File: src/hdl/assert_macros.svh
// Assertion macros used by the packed pixel unpacker core.
`ifndef ASSERT_MACROS_SVH
`define ASSERT_MACROS_SVH

// A property checked at every rising edge outside reset.
`define PPU_ASSERT(lbl, clk, rstn, prop) \
  lbl: assert property (@(posedge clk) disable iff (!rstn) (prop)) \
    else $error("packed pixel unpacker assertion failed");

// A condition that must be followed by another one in the next cycle.
`define PPU_ASSERT_NEXT(lbl, clk, rstn, pre, post) \
  lbl: assert property (@(posedge clk) disable iff (!rstn) (pre) |=> (post)) \
    else $error("packed pixel unpacker assertion failed");

`endif

File: src/hdl/ppu_pkg.sv
// Types, register codes and scaling constants of the packed pixel unpacker.
package ppu_pkg;

  localparam int CFG_W      = 24;
  localparam int CFG_IDX_W  = 3;
  localparam int NUM_SLOTS  = 4;
  localparam int FRAME_W    = 24;
  localparam int COLOR_W    = 24;
  localparam int HELD_W     = 6;
  localparam int PROD_W     = 40;
  localparam int QDEPTH     = 2;
  localparam int QPTR_W     = $clog2(QDEPTH);
  localparam int QCNT_W     = $clog2(QDEPTH + 1);

  // Register indexes on the configuration port.
  localparam logic [CFG_IDX_W-1:0] REG_INDEXED_MODE = 3'd0;
  localparam logic [CFG_IDX_W-1:0] REG_INDEX_BITS   = 3'd1;
  localparam logic [CFG_IDX_W-1:0] REG_SLOT0_BITS   = 3'd2;
  localparam logic [CFG_IDX_W-1:0] REG_SLOT1_BITS   = 3'd3;
  localparam logic [CFG_IDX_W-1:0] REG_SLOT2_BITS   = 3'd4;
  localparam logic [CFG_IDX_W-1:0] REG_SLOT3_BITS   = 3'd5;
  localparam logic [CFG_IDX_W-1:0] REG_SLOT_ROLES   = 3'd6;
  localparam logic [CFG_IDX_W-1:0] REG_FRAME_PIXELS = 3'd7;

  // Slot roles.
  localparam logic [1:0] ROLE_RED   = 2'd0;
  localparam logic [1:0] ROLE_GREEN = 2'd1;
  localparam logic [1:0] ROLE_BLUE  = 2'd2;
  localparam logic [1:0] ROLE_ALPHA = 2'd3;

  // 8-bit scaling: (v*K) >> 24, K = 255 * (floor(2^24 / (2^s - 1)) + 1) for s of 2-7;
  // K1 = 255 * 2^24, K8 = 2^24; the error stays below one step for fields up to 7 bits.
  localparam logic [31:0] SCALE_K1 = 32'hFF00_0000;
  localparam logic [31:0] SCALE_K2 = 32'(255 * ((1 << 24) / 3 + 1));
  localparam logic [31:0] SCALE_K3 = 32'(255 * ((1 << 24) / 7 + 1));
  localparam logic [31:0] SCALE_K4 = 32'(255 * ((1 << 24) / 15 + 1));
  localparam logic [31:0] SCALE_K5 = 32'(255 * ((1 << 24) / 31 + 1));
  localparam logic [31:0] SCALE_K6 = 32'(255 * ((1 << 24) / 63 + 1));
  localparam logic [31:0] SCALE_K7 = 32'(255 * ((1 << 24) / 127 + 1));
  localparam logic [31:0] SCALE_K8 = 32'h0100_0000;

  typedef struct packed {
    logic                          indexed_mode;
    logic [3:0]                    index_bits;
    logic [NUM_SLOTS-1:0][3:0]     slot_bits;
    logic [7:0]                    slot_roles;
    logic [FRAME_W-1:0]            frame_pixels;
  } ppu_cfg_t;

  localparam ppu_cfg_t CFG_RESET = '{
    indexed_mode: 1'b0,
    index_bits:   4'd8,
    slot_bits:    {NUM_SLOTS{4'd8}},
    slot_roles:   8'd228,
    frame_pixels: 24'd307200
  };

  typedef enum logic {
    CMD_PIXEL     = 1'b0,
    CMD_PAL_WRITE = 1'b1
  } cmd_kind_e;

  typedef struct packed {
    cmd_kind_e          kind;
    logic               sof;
    logic [7:0]         data_byte;
    logic [7:0]         pal_index;
    logic [COLOR_W-1:0] pal_color;
  } ppu_cmd_t;

  typedef struct packed {
    logic              idle;
    logic [HELD_W-1:0] held;
    logic [HELD_W-1:0] pix_bits;
  } ppu_sts_t;

  function automatic logic [31:0] scale_k(input logic [3:0] s);
    logic [31:0] k;
    unique case (s)
      4'd1:    k = SCALE_K1;
      4'd2:    k = SCALE_K2;
      4'd3:    k = SCALE_K3;
      4'd4:    k = SCALE_K4;
      4'd5:    k = SCALE_K5;
      4'd6:    k = SCALE_K6;
      4'd7:    k = SCALE_K7;
      4'd8:    k = SCALE_K8;
      default: k = '0;
    endcase
    return k;
  endfunction

  function automatic logic [3:0] clamp8(input logic [3:0] v);
    return (v > 4'd8) ? 4'd8 : v;
  endfunction

endpackage

File: src/hdl/ppu_front.sv
// Input side: accepts items, classifies them into commands and queues them.
module ppu_front
  import ppu_pkg::*;
#(
  parameter int PALETTE_DEPTH = 256
) (
  input  logic           clk_i,
  input  logic           rst_ni,
  input  logic           s_axis_tvalid_i,
  output logic           s_axis_tready_o,
  // data_byte [7:0], palette_index [15:8], palette_color [39:16]
  input  logic [39:0]    s_axis_tdata_i,
  // opcode [0], start_of_frame [1]
  input  logic [1:0]     s_axis_tuser_i,
  output logic           cmd_valid_o,
  output ppu_cmd_t       cmd_o,
  input  logic           cmd_pop_i
);

  ppu_cmd_t            in_cmd;
  ppu_cmd_t            q_mem [QDEPTH];
  logic [QPTR_W-1:0]   wr_ptr_q, wr_ptr_d;
  logic [QPTR_W-1:0]   rd_ptr_q, rd_ptr_d;
  logic [QCNT_W-1:0]   count_q, count_d;
  logic                accept;
  logic                keep;
  logic                push;

  assign in_cmd.kind      = cmd_kind_e'(s_axis_tuser_i[0]);
  assign in_cmd.sof       = s_axis_tuser_i[1];
  assign in_cmd.data_byte = s_axis_tdata_i[7:0];
  assign in_cmd.pal_index = s_axis_tdata_i[15:8];
  assign in_cmd.pal_color = s_axis_tdata_i[39:16];

  // A palette write beyond the palette is accepted but never queued.
  assign keep = (in_cmd.kind == CMD_PIXEL) ||
                ({1'b0, in_cmd.pal_index} < 9'(PALETTE_DEPTH));

  assign s_axis_tready_o = (count_q != QCNT_W'(QDEPTH));
  assign accept          = s_axis_tvalid_i && s_axis_tready_o;
  assign push            = accept && keep;
  assign cmd_valid_o     = (count_q != '0);
  assign cmd_o           = q_mem[rd_ptr_q];

  always_comb begin
    wr_ptr_d = wr_ptr_q;
    rd_ptr_d = rd_ptr_q;
    count_d  = count_q;
    if (push) begin
      wr_ptr_d = (wr_ptr_q == QPTR_W'(QDEPTH - 1)) ? '0 : wr_ptr_q + 1'b1;
    end
    if (cmd_pop_i) begin
      rd_ptr_d = (rd_ptr_q == QPTR_W'(QDEPTH - 1)) ? '0 : rd_ptr_q + 1'b1;
    end
    unique case ({push, cmd_pop_i})
      2'b10:   count_d = count_q + 1'b1;
      2'b01:   count_d = count_q - 1'b1;
      default: count_d = count_q;
    endcase
  end

  always_ff @(posedge clk_i or negedge rst_ni) begin
    if (!rst_ni) begin
      wr_ptr_q <= '0;
      rd_ptr_q <= '0;
      count_q  <= '0;
    end else begin
      wr_ptr_q <= wr_ptr_d;
      rd_ptr_q <= rd_ptr_d;
      count_q  <= count_d;
    end
  end

  always_ff @(posedge clk_i) begin
    if (push) begin
      q_mem[wr_ptr_q] <= in_cmd;
    end
  end

endmodule

File: config.mk
export PLATFORM = sky130hd
export DESIGN_NAME = ppu_front
export DESIGN_NICKNAME = d
export VERILOG_FILES = /design/src/hdl/assert_macros.svh /design/src/hdl/ppu_pkg.sv /design/src/hdl/ppu_front.sv
export SDC_FILE = /design/constraint.sdc
export NUM_CORES = 1
export LEC_CHECK = 0
export BUFFER_PORTS_ARGS = -buffer_cell sky130_fd_sc_hd__buf_2
export CORE_ASPECT_RATIO = 1.25
export CORE_MARGIN = 5
export CORE_UTILIZATION = 30
export CTS_BUF_LIST = sky130_fd_sc_hd__clkbuf_2 sky130_fd_sc_hd__clkbuf_4 sky130_fd_sc_hd__clkbuf_8
export CTS_CLUSTER_DIAMETER = 60
export DETAILED_ROUTE_END_ITERATION = 10
export PLACE_DENSITY = 0.57
export SYNTH_ARGS = -nofsm -noshare
export SYNTH_HDL_FRONTEND = slang
export SYNTH_SLANG_ARGS = --single-unit
File: constraint.sdc
create_clock -name clk_i -period 3.6 [get_ports clk_i]
set_clock_uncertainty 0.05 [all_clocks]
set_input_delay 0 -clock clk_i [delete_from_list [all_inputs] [get_ports clk_i]]
set_output_delay 0 -clock clk_i [all_outputs]
set_load 0.005 [all_outputs]
# Yosys cells after proc, flatten, opt, wreduce, memory -nomap -nowiden
# Memories as Yosys holds them, arrays and structs flattened.
# Index checks and enable logic that the tools add are counted.
[op_classes]
n_addsub = 4
mul = 0
div = 0
n_lt_le_gt_ge = 0
n_eq_ne = 3
shift = 0
mux = 5
bitwise_logic = 0
n_reduce_logical = 3
[op_table]
columns = ["operator", "n"]
rows = [
  ["two-way mux 1 bit", 4],
  ["one-hot mux 2 bit (2 select lines)", 1],
  ["nonzero test 2 bit", 2],
  ["adder 1 bit (second input constant)", 2],
  ["adder 2 x 1 -> 2 bit (second input constant)", 1],
  ["== test 2 x 1 -> 1 bit (second input constant)", 1],
  ["== test 2 bit (second input constant)", 1],
  ["inequality test 2 bit (second input constant)", 1],
  ["subtractor 2 x 1 -> 2 bit (second input constant)", 1],
  ["logical AND 1 bit", 1],
]
[totals]
reg_bits = 4
latchBits = 0
ram_bits = 84
rom_bits = 0
in_bits = 46
out_inout_bits = 44
memories = 1
[mem_list]
columns = ["memory", "depth", "word_bits", "rd", "rd_ports_with_merged_regs", "wr", "line_no", "text"]
rows = [
  ["q_mem", 2, 42, 1, 0, 1, "ppu_front.sv:21", "ppu_cmd_t q_mem [QDEPTH];"],
]

# Depth between registers and ports, before layout
# Gate-level depths: netlist of the first run.
[logic_depth]
ltp_word = 4
mapped_depth = 6

# Least setup slack after synthesis of the first run
# Ideal clock, no wire load.
[synth_path]
kind = "register -> register"
start = "register count_q[0]"
end = "memory q_mem[0][0] in the netlist's numbering, enable pin"
setup_time_ns = 0.441
t_arrival_ns = 2.423
t_required_ns = 3.109
setup_slack_ns = 0.685
stages_incl_launch_ff = 4
n_path_buf = 0
path_cell_list = "dfrtp_1 > nand2b_1 > nand2_1 > nor2_1"
[synth_via]
elab_chain_cells = 4
[synth_lines]
columns = ["element", "line_no", "text"]
rows = [
  ["from (decl)", "ppu_front.sv:24", "logic [QCNT_W-1:0] count_q, count_d;"],
  ["from (signal assigned)", "ppu_front.sv:70", "count_q <= count_d;"],
  ["inequality test 2 bit", "ppu_front.sv:39", "assign s_axis_tready_o = (count_q != QCNT_W'(QDEPTH));"],
  ["via s_axis_tready_o", "ppu_front.sv:10", "output logic s_axis_tready_o,"],
  ["logical AND 1 bit", "ppu_front.sv:40", "assign accept = s_axis_tvalid_i && s_axis_tready_o;"],
  ["two-way mux 1 bit", "ppu_front.sv:75", "if (push) begin"],
  ["two-way mux 1 bit (implied by the code)", "ppu_front.sv:76", "q_mem[wr_ptr_q] <= in_cmd;"],
  ["to (decl)", "ppu_front.sv:21", ""],
]
# The timed path passes the listed nets, and every way through them passes these cells.

==> results of run 1 <==
-- report_power, final --
part	leakage (nW)	total [W]	switching [W]	internal [W]
registers	0.826	0.00156	0.000160	0.00140
logic	0.923	0.000970	0.000380	0.000590
clock network	0.0896	0.000619	0.000296	0.000323
total	1.84	0.00315	0.000836	0.00232
-- registers in the layout, indices dropped and copies added, names as in the netlist --
name / cells
wr_ptr_q: 1
count_q: 2
rd_ptr_q: 1
q_mem: 84
-- worst max-delay path, cell delays in order (launching register included) --
cell     delay, ps
dfrtp_2       1030
buf_4          420
mux2_4         320
buf_2          130
-- routing by layer --
layer  routed length, um  up-vias  share of wire
li1                    -      854              -
met1                2520      840           0.42
met2                2970       56           0.50
met3                 412        8          0.069
met4                  99        0          0.016
met5                   0        -              0
-- worst min-delay path by stage --
stage / start / depth (start not counted) / end / slack [ps]
finish: s_axis_tdata_i[26] / 2 / q_mem[0][10] / 330
global route: s_axis_tdata_i[13] / 2 / q_mem[0][29] / 310
CTS: s_axis_tdata_i[26] / 2 / q_mem[1][10] / 310
detailed placement: rst_ni / 1 / count_q[1] / -240
global placement: rst_ni / 1 / count_q[0] / -240
floorplan: rst_ni / 0 / count_q[0] / -350
-- layout by cell type (no fill, tap or decap) --
master,Yosys,final
mux2_2,3,3
buf_4,0,2
nand2b_1,1,1
nand2_1,1,1
nor2_1,2,1
edfxtp_1,84,84
or2_2,1,1
clkbuf_8,0,9
clkinv_1,0,1
mux2_4,39,39
clkbuf_4,0,2
dfrtp_2,0,1
ha_1,1,1
xnor2_1,3,3
buf_2,0,89
and3_2,0,1
xor2_1,2,2
dlygate4sd3_1,0,46
bufinv_16,0,1
nor2_4,0,1
dfrtp_1,4,3
-- final cells by class --
| class | count | area [um2] | share of cell area |
|---|---|---|---|
| clock buffer | 11 | 139 | 0.0302 |
| clock inverter | 2 | 33.8 | 0.00734 |
| tap | 135 | 169 | 0.0367 |
| multi-input combinational | 54 | 714 | 0.155 |
| sequential | 88 | 2620 | 0.570 |
| timing repair buffer | 137 | 921 | 0.200 |
-- stage by stage --
| stage | setup slack [ps] | utilization | instance area, um2 | std cells |
|---|---|---|---|---|
| 2_1_floorplan | 685 | - | 3420 | 147 |
| 5_1_grt | 1170 | 0.413 | 4600 | 427 |
| 6_report | 1310 | 0.413 | 4600 | 427 |
| 3_3_place_gp | 1480 | 0.356 | 3970 | 368 |
| 4_1_cts | 1230 | 0.413 | 4600 | 427 |
| 3_5_place_dp | 1410 | 0.356 | 3970 | 368 |
-- logic make-up (layout without fill, tap and decap cells) --
family	after synthesis	after routing
DFF	88	88
buffers and inverters	5	150
xor gates and xnor gates	5	5
muxes	42	42
adders and majority gates	1	1
and+or+nand+nor	6	6
==> run_results.csv, run 1 <==
group,metric,value,unit
outcome,status,"finished clean",
timing,finalCritPeriodShare,0.636,
logic_synthesis,seq_area_frac_synth,0.767,
power,ir_worst_vdd,0.000868,V
setup_path,worst-path-max-fanout,30,
floorplanning,num_io_pins,90,
floorplanning,fp-row-count,43,
clock_tree,cts_tree,"yes",
grt,grt.total_usage,0.0901,
clock_tree,post_cts_buffers,0,
logic_synthesis,ys_types,14,
route,dr_total_vias,1758,
setup_path,reg2reg_depth,4,
logic_synthesis,synth_edf_count,84,
floorplanning,dieWidth,105,um
clock_tree,clk_pin_slew,70,ps
grt,met1_usage,0.107,
route,wirelength,6000,um
clock_tree,cts.sinks,88,
logic_synthesis,synth-seq-cells,88,
timing,setup_violations,0,
timing,holdWs,330,ps
grt,grt_max_degree,43,
final_layout,drive_gt1_frac,0.510,
route,drc,0,
logic_synthesis,synth_compound_area_frac,0,
grt,grt_pass1_vias,1857,
setup_path,cp-endpoint,"cmd_o[8]",
setup_path,cp_data_arrival_time,2240,ps
floorplanning,dieArea,13600,um2
grt,grt_pass1_wl,9340,um
setup_path,reg2reg_from,"count_q[0]",
route,firstDrtPassIters,4,
timing,finalHoldViolCount,0,
route,wl_per_cell,14.1,um
logic_synthesis,synth_top_family_by_area,"multiplexers",
logic_synthesis,muxShareOfSynthArea,0.181,
placement,place_hpwl,3920,um
logic_synthesis,ys_top_cells_by_count,"edfxtp_1, mux2_4, buf_12, dfrtp_1",
floorplanning,design.core.area,11100,um2
logic_synthesis,avgSynthCellArea,23.3,um2
setup_path,r2r_end,"q_mem[0][3]",
logic_synthesis,ys.warnings.count,0,
logic_synthesis,yosysTopAreaCell,"edfxtp_1",
clock_tree,numCtsBuffers,9,
setup_path,crit_path_start,"rd_ptr_q",
final_layout,fin_nets,337,
clock_tree,post_cts_resized,0,
timing,finalSetupTns,0,ps
floorplanning,initial_core_util,0.307,
logic_synthesis,async_flop_share,0.0455,
grt,grt_overflow,0,
logic_synthesis,synth.most_common_cell,"edfxtp_1",
logic_synthesis,syn_area,3420,um2
final_layout,fill_cells,1020,
grt,grt-busiest-layer,"met2",
power,p_total,0.00315,W
placement,io_buffer_count,89,
setup_path,worstPathRequired,3550,ps
grt,met2_usage,0.146,
logic_synthesis,synth-simple-area-share,0.00878,
floorplanning,die_h,129,um
logic_synthesis,synth_cells,147,
route,via_per_inst,4.12,
route,ant_nets,0,
timing,period_needed,2290,ps
setup_path,r2r_slack,1480,ps
logic_synthesis,synthAdderAreaFrac,0.00366,
logic_synthesis,synth-xor-area-share,0.0128,
grt,antenna_found_initial,0,
logic_synthesis,ys.flop_type,"edfxtp_1",
logic_synthesis,synth_nets,194,
setup_path,endpoint_kind,"output pin",
logic_synthesis,yosysTopAreaCellShare,0.738,
clock_tree,clock_latency,330,ps
placement,gp_congestion,0.624,
setup_path,path_class,"reg2out",
grt,grt_util_met3,0.0329,
timing,drv_slew,0,
clock_tree,clockRootBuffer,"clkbuf_8",
run,maxCapViolations,0,
power,power_density,685,nW/um2
logic_synthesis,synth_area_leaders,"edfxtp_1, mux2_4, dfrtp_1",
clock_tree,clockBufferDepth,2,
power,power.leakage,1.84,nW
clock_tree,htreeDepth,3,
timing,worst_pin_slew,1020,ps
hold_path,hp-class,"in2reg",
timing,relSlewSlack,0.322,
setup_path,start_kind,"register",
timing,fmax,437,MHz
final_layout,diodes,0,
clock_tree,holdBufCountCts,46,
final_layout,synthToLayoutAreaGrowth,34.5,%
route,drt_iter0_drc,39,
timing,rsz0062_at_grt,"false",
Power figures use the tool's default switching activity.
==> inputs of run 2 (changes only) <==
ABC_AREA = 1   (was default)
PLACE_DENSITY = 0.59   (was 0.57)
clock period = 1.9 ns   (was 3.6 ns; I/O delays follow)
==> run_results.csv, run 2 <==
group,metric,value,unit
route,wl_per_cell,12.0,um
logic_synthesis,yosysTopAreaCell,"edfxtp_1",
clock_tree,post_cts_buffers,0,
final_layout,diodes,0,
route,drt_iter0_drc,51,
logic_synthesis,synth.most_common_cell,"edfxtp_1",
grt,grt_pass1_vias,2163,
setup_path,path_buf_inv,2,
clock_tree,htreeDepth,3,
final_layout,top_regs,"q_mem x84, count_q x2",
grt,grt_pass1_wl,10400,um
power,power_frac_clock,0.211,
floorplanning,dieWidth,104,um
final_layout,fill_cells,1042,
logic_synthesis,synth_edf_count,84,
setup_path,worstPathRequired,1850,ps
timing,drv_slew,0,
timing,worst_pin_slew,410,ps
logic_synthesis,yosysTopAreaCellShare,0.755,
setup_path,crit_family,"flip-flops",
route,ant_nets,0,
clock_tree,clk_pin_slew,80,ps
placement,place_ws,382,ps
placement,gp_congestion,0.673,
clock_tree,clockBufferDepth,2,
route,dr_total_vias,2149,
timing,rsz0062_at_grt,"false",
setup_path,slowest_stage,"dfrtp_2",
timing,fmax,609,MHz
final_layout,drive_gt1_frac,0.288,
logic_synthesis,synth-seq-cells,88,
logic_synthesis,ys_top_cells_by_count,"edfxtp_1, inv_1, nand2_1",
timing,finalCritPeriodShare,0.864,
logic_synthesis,avgSynthCellArea,13.7,um2
floorplanning,dieArea,13400,um2
logic_synthesis,seq_area_frac_synth,0.785,
setup_path,start_kind,"register",
clock_tree,numCtsBuffers,9,
final_layout,fin_nets,432,
floorplanning,die_h,128,um
final_layout,multi_input_area,472,um2
setup_path,endpoint_kind,"output pin",
setup_path,cp_data_arrival_time,1590,ps
setup_path,path_class,"reg2out",
timing,setup_violations,0,
final_layout,regArea,2620,um2
logic_synthesis,syn_area,3340,um2
route,firstDrtPassIters,4,
floorplanning,num_io_pins,90,
final_layout,synthToLayoutAreaGrowth,37.3,%
logic_synthesis,synth_nets,291,
hold_path,hp-class,"in2reg",
placement,io_buffer_count,89,
logic_synthesis,synth_cells,244,
power,internal-power,0.00399,W
floorplanning,initial_core_util,0.303,
logic_synthesis,ys.warnings.count,0,
route,drc,0,
floorplanning,design.core.area,11000,um2
route,wirelength,6300,um
timing,setup_slack,259,ps
power,p_total,0.00576,W
outcome,status,"finished clean",
timing,finalSetupTns,0,ps
power,power_density,1260,nW/um2
timing,period_needed,1640,ps
placement,placed_area,3940,um2
clock_tree,clock_latency,350,ps
grt,grt_max_degree,60,
timing,relSlewSlack,0.726,
grt,grt_overflow,0,
clock_tree,cts_tree,"yes",
setup_path,crit_chain,"buf_12, nand2_1, o21ai_0, buf_2",
clock_tree,cts.sinks,88,
logic_synthesis,ys_types,18,
route,via_per_inst,4.10,
final_layout,top_register,"q_mem",
logic_synthesis,async_flop_share,0.0455,
clock_tree,clockRootBuffer,"clkbuf_8",
power,power.leakage,1.94,nW
final_layout,layout_commonest_cell,"buf_2",
grt,grt.total_usage,0.0998,
power,swShare,0.306,
grt,antenna_found_initial,0,
run,maxCapViolations,0,
power,pwr-share-seq,0.492,
setup_path,slowest_delay,620,ps
power,ir_worst_vdd,0.000817,V
setup_path,worst-path-max-fanout,59,
power,combinationalPowerShare,0.297,
final_layout,finalInstanceArea,4590,um2
placement,place_hpwl,4150,um
logic_synthesis,ys.flop_type,"edfxtp_1",
floorplanning,fp-row-count,43,
final_layout,largest_reg_flops,84,
power,switchingPower,0.00176,W
final_layout,fin_util,0.416,
timing,finalHoldViolCount,0,
logic_synthesis,synth_area_leaders,"edfxtp_1, o21ai_0, inv_1",
final_layout,mostFrequentLayoutCells,"buf_2, edfxtp_1, inv_1, nand2_1, dlygate4sd3_1",
-- run 2: cell types whose count changed in the layout (fill, tap and decap cells not counted), moves of 2 or more --
cell	previous run	this run
xnor2_1	3	1
nand2_1	1	47
mux2_4	39	0
inv_1	0	47
o21ai_0	0	42
nand2_2	0	2
mux2_2	3	0
buf_12	0	2
-- run 2: power groups by stage --
stage	registers, W	clock network, W	logic, W
2_1_floorplan	0.00279	0	0.00103
3_3_place_gp	0.00286	0	0.00166
3_5_place_dp	0.00288	0	0.00170
4_1_cts	0.00284	0.00125	0.00177
5_1_grt	0.00289	0.00135	0.00196
6_report	0.00283	0.00121	0.00171
-- run 2: per-stage QoR --
| step | hold WS, ps | cells |
|---|---|---|
| after floorplan | -346 | 244 |
| after global placement | -236 | 463 |
| after detailed placement | -235 | 463 |
| after CTS | 301 | 524 |
| after global routing | 303 | 524 |
| final | 322 | 524 |
-- run 2: final timing paths --
kind                               startpoint           end  slack, ps  cells past startpoint
setup / recovery                     rd_ptr_q     cmd_o[39]        260                      4
hold / removal             s_axis_tdata_i[38]  q_mem[0][22]        320                      2
setup reg to reg                   count_q[0]  q_mem[1][12]        360                      5
hold reg to reg                    count_q[1]    count_q[1]        470                      2
max in group asynchronous              rst_ni      rd_ptr_q       1110                      3
min in group asynchronous              rst_ni    count_q[0]        490                      3
-- run 2: logic make-up after synthesis --
family                     share of synthesized area
buffers and inverters                         0.0775
DFF                                            0.785
and+or+nand+nor                               0.0640
AOI/OAI and AO/OA                             0.0644
adders and majority gates                    0.00374
xor gates and xnor gates                     0.00524
-- run 2: cell type report --
class	count	area share
Multi-Input combinational cell	100	0.103
Sequential cell	88	0.572
Clock buffer	11	0.0303
Inverter	47	0.0385
Timing Repair Buffer	139	0.209
Tap cell	135	0.0368
Clock inverter	4	0.0101
-- run 2: repair_timing --
| item | in CTS | in global routing |
|---|---|---|
| endpoints found under the hold margin | 91 | 0 |
| hold buffers | 46 | 0 |
| gates resized for setup | 0 | 0 |
-- run 2: metal layers --
metal,vias up,GRT usage,wire [um]
li1,1096,-,-
met3,11,0.0282,323
met1,990,0.116,2680
met5,-,0,0
met2,52,0.165,3150
met4,0,0.0572,153
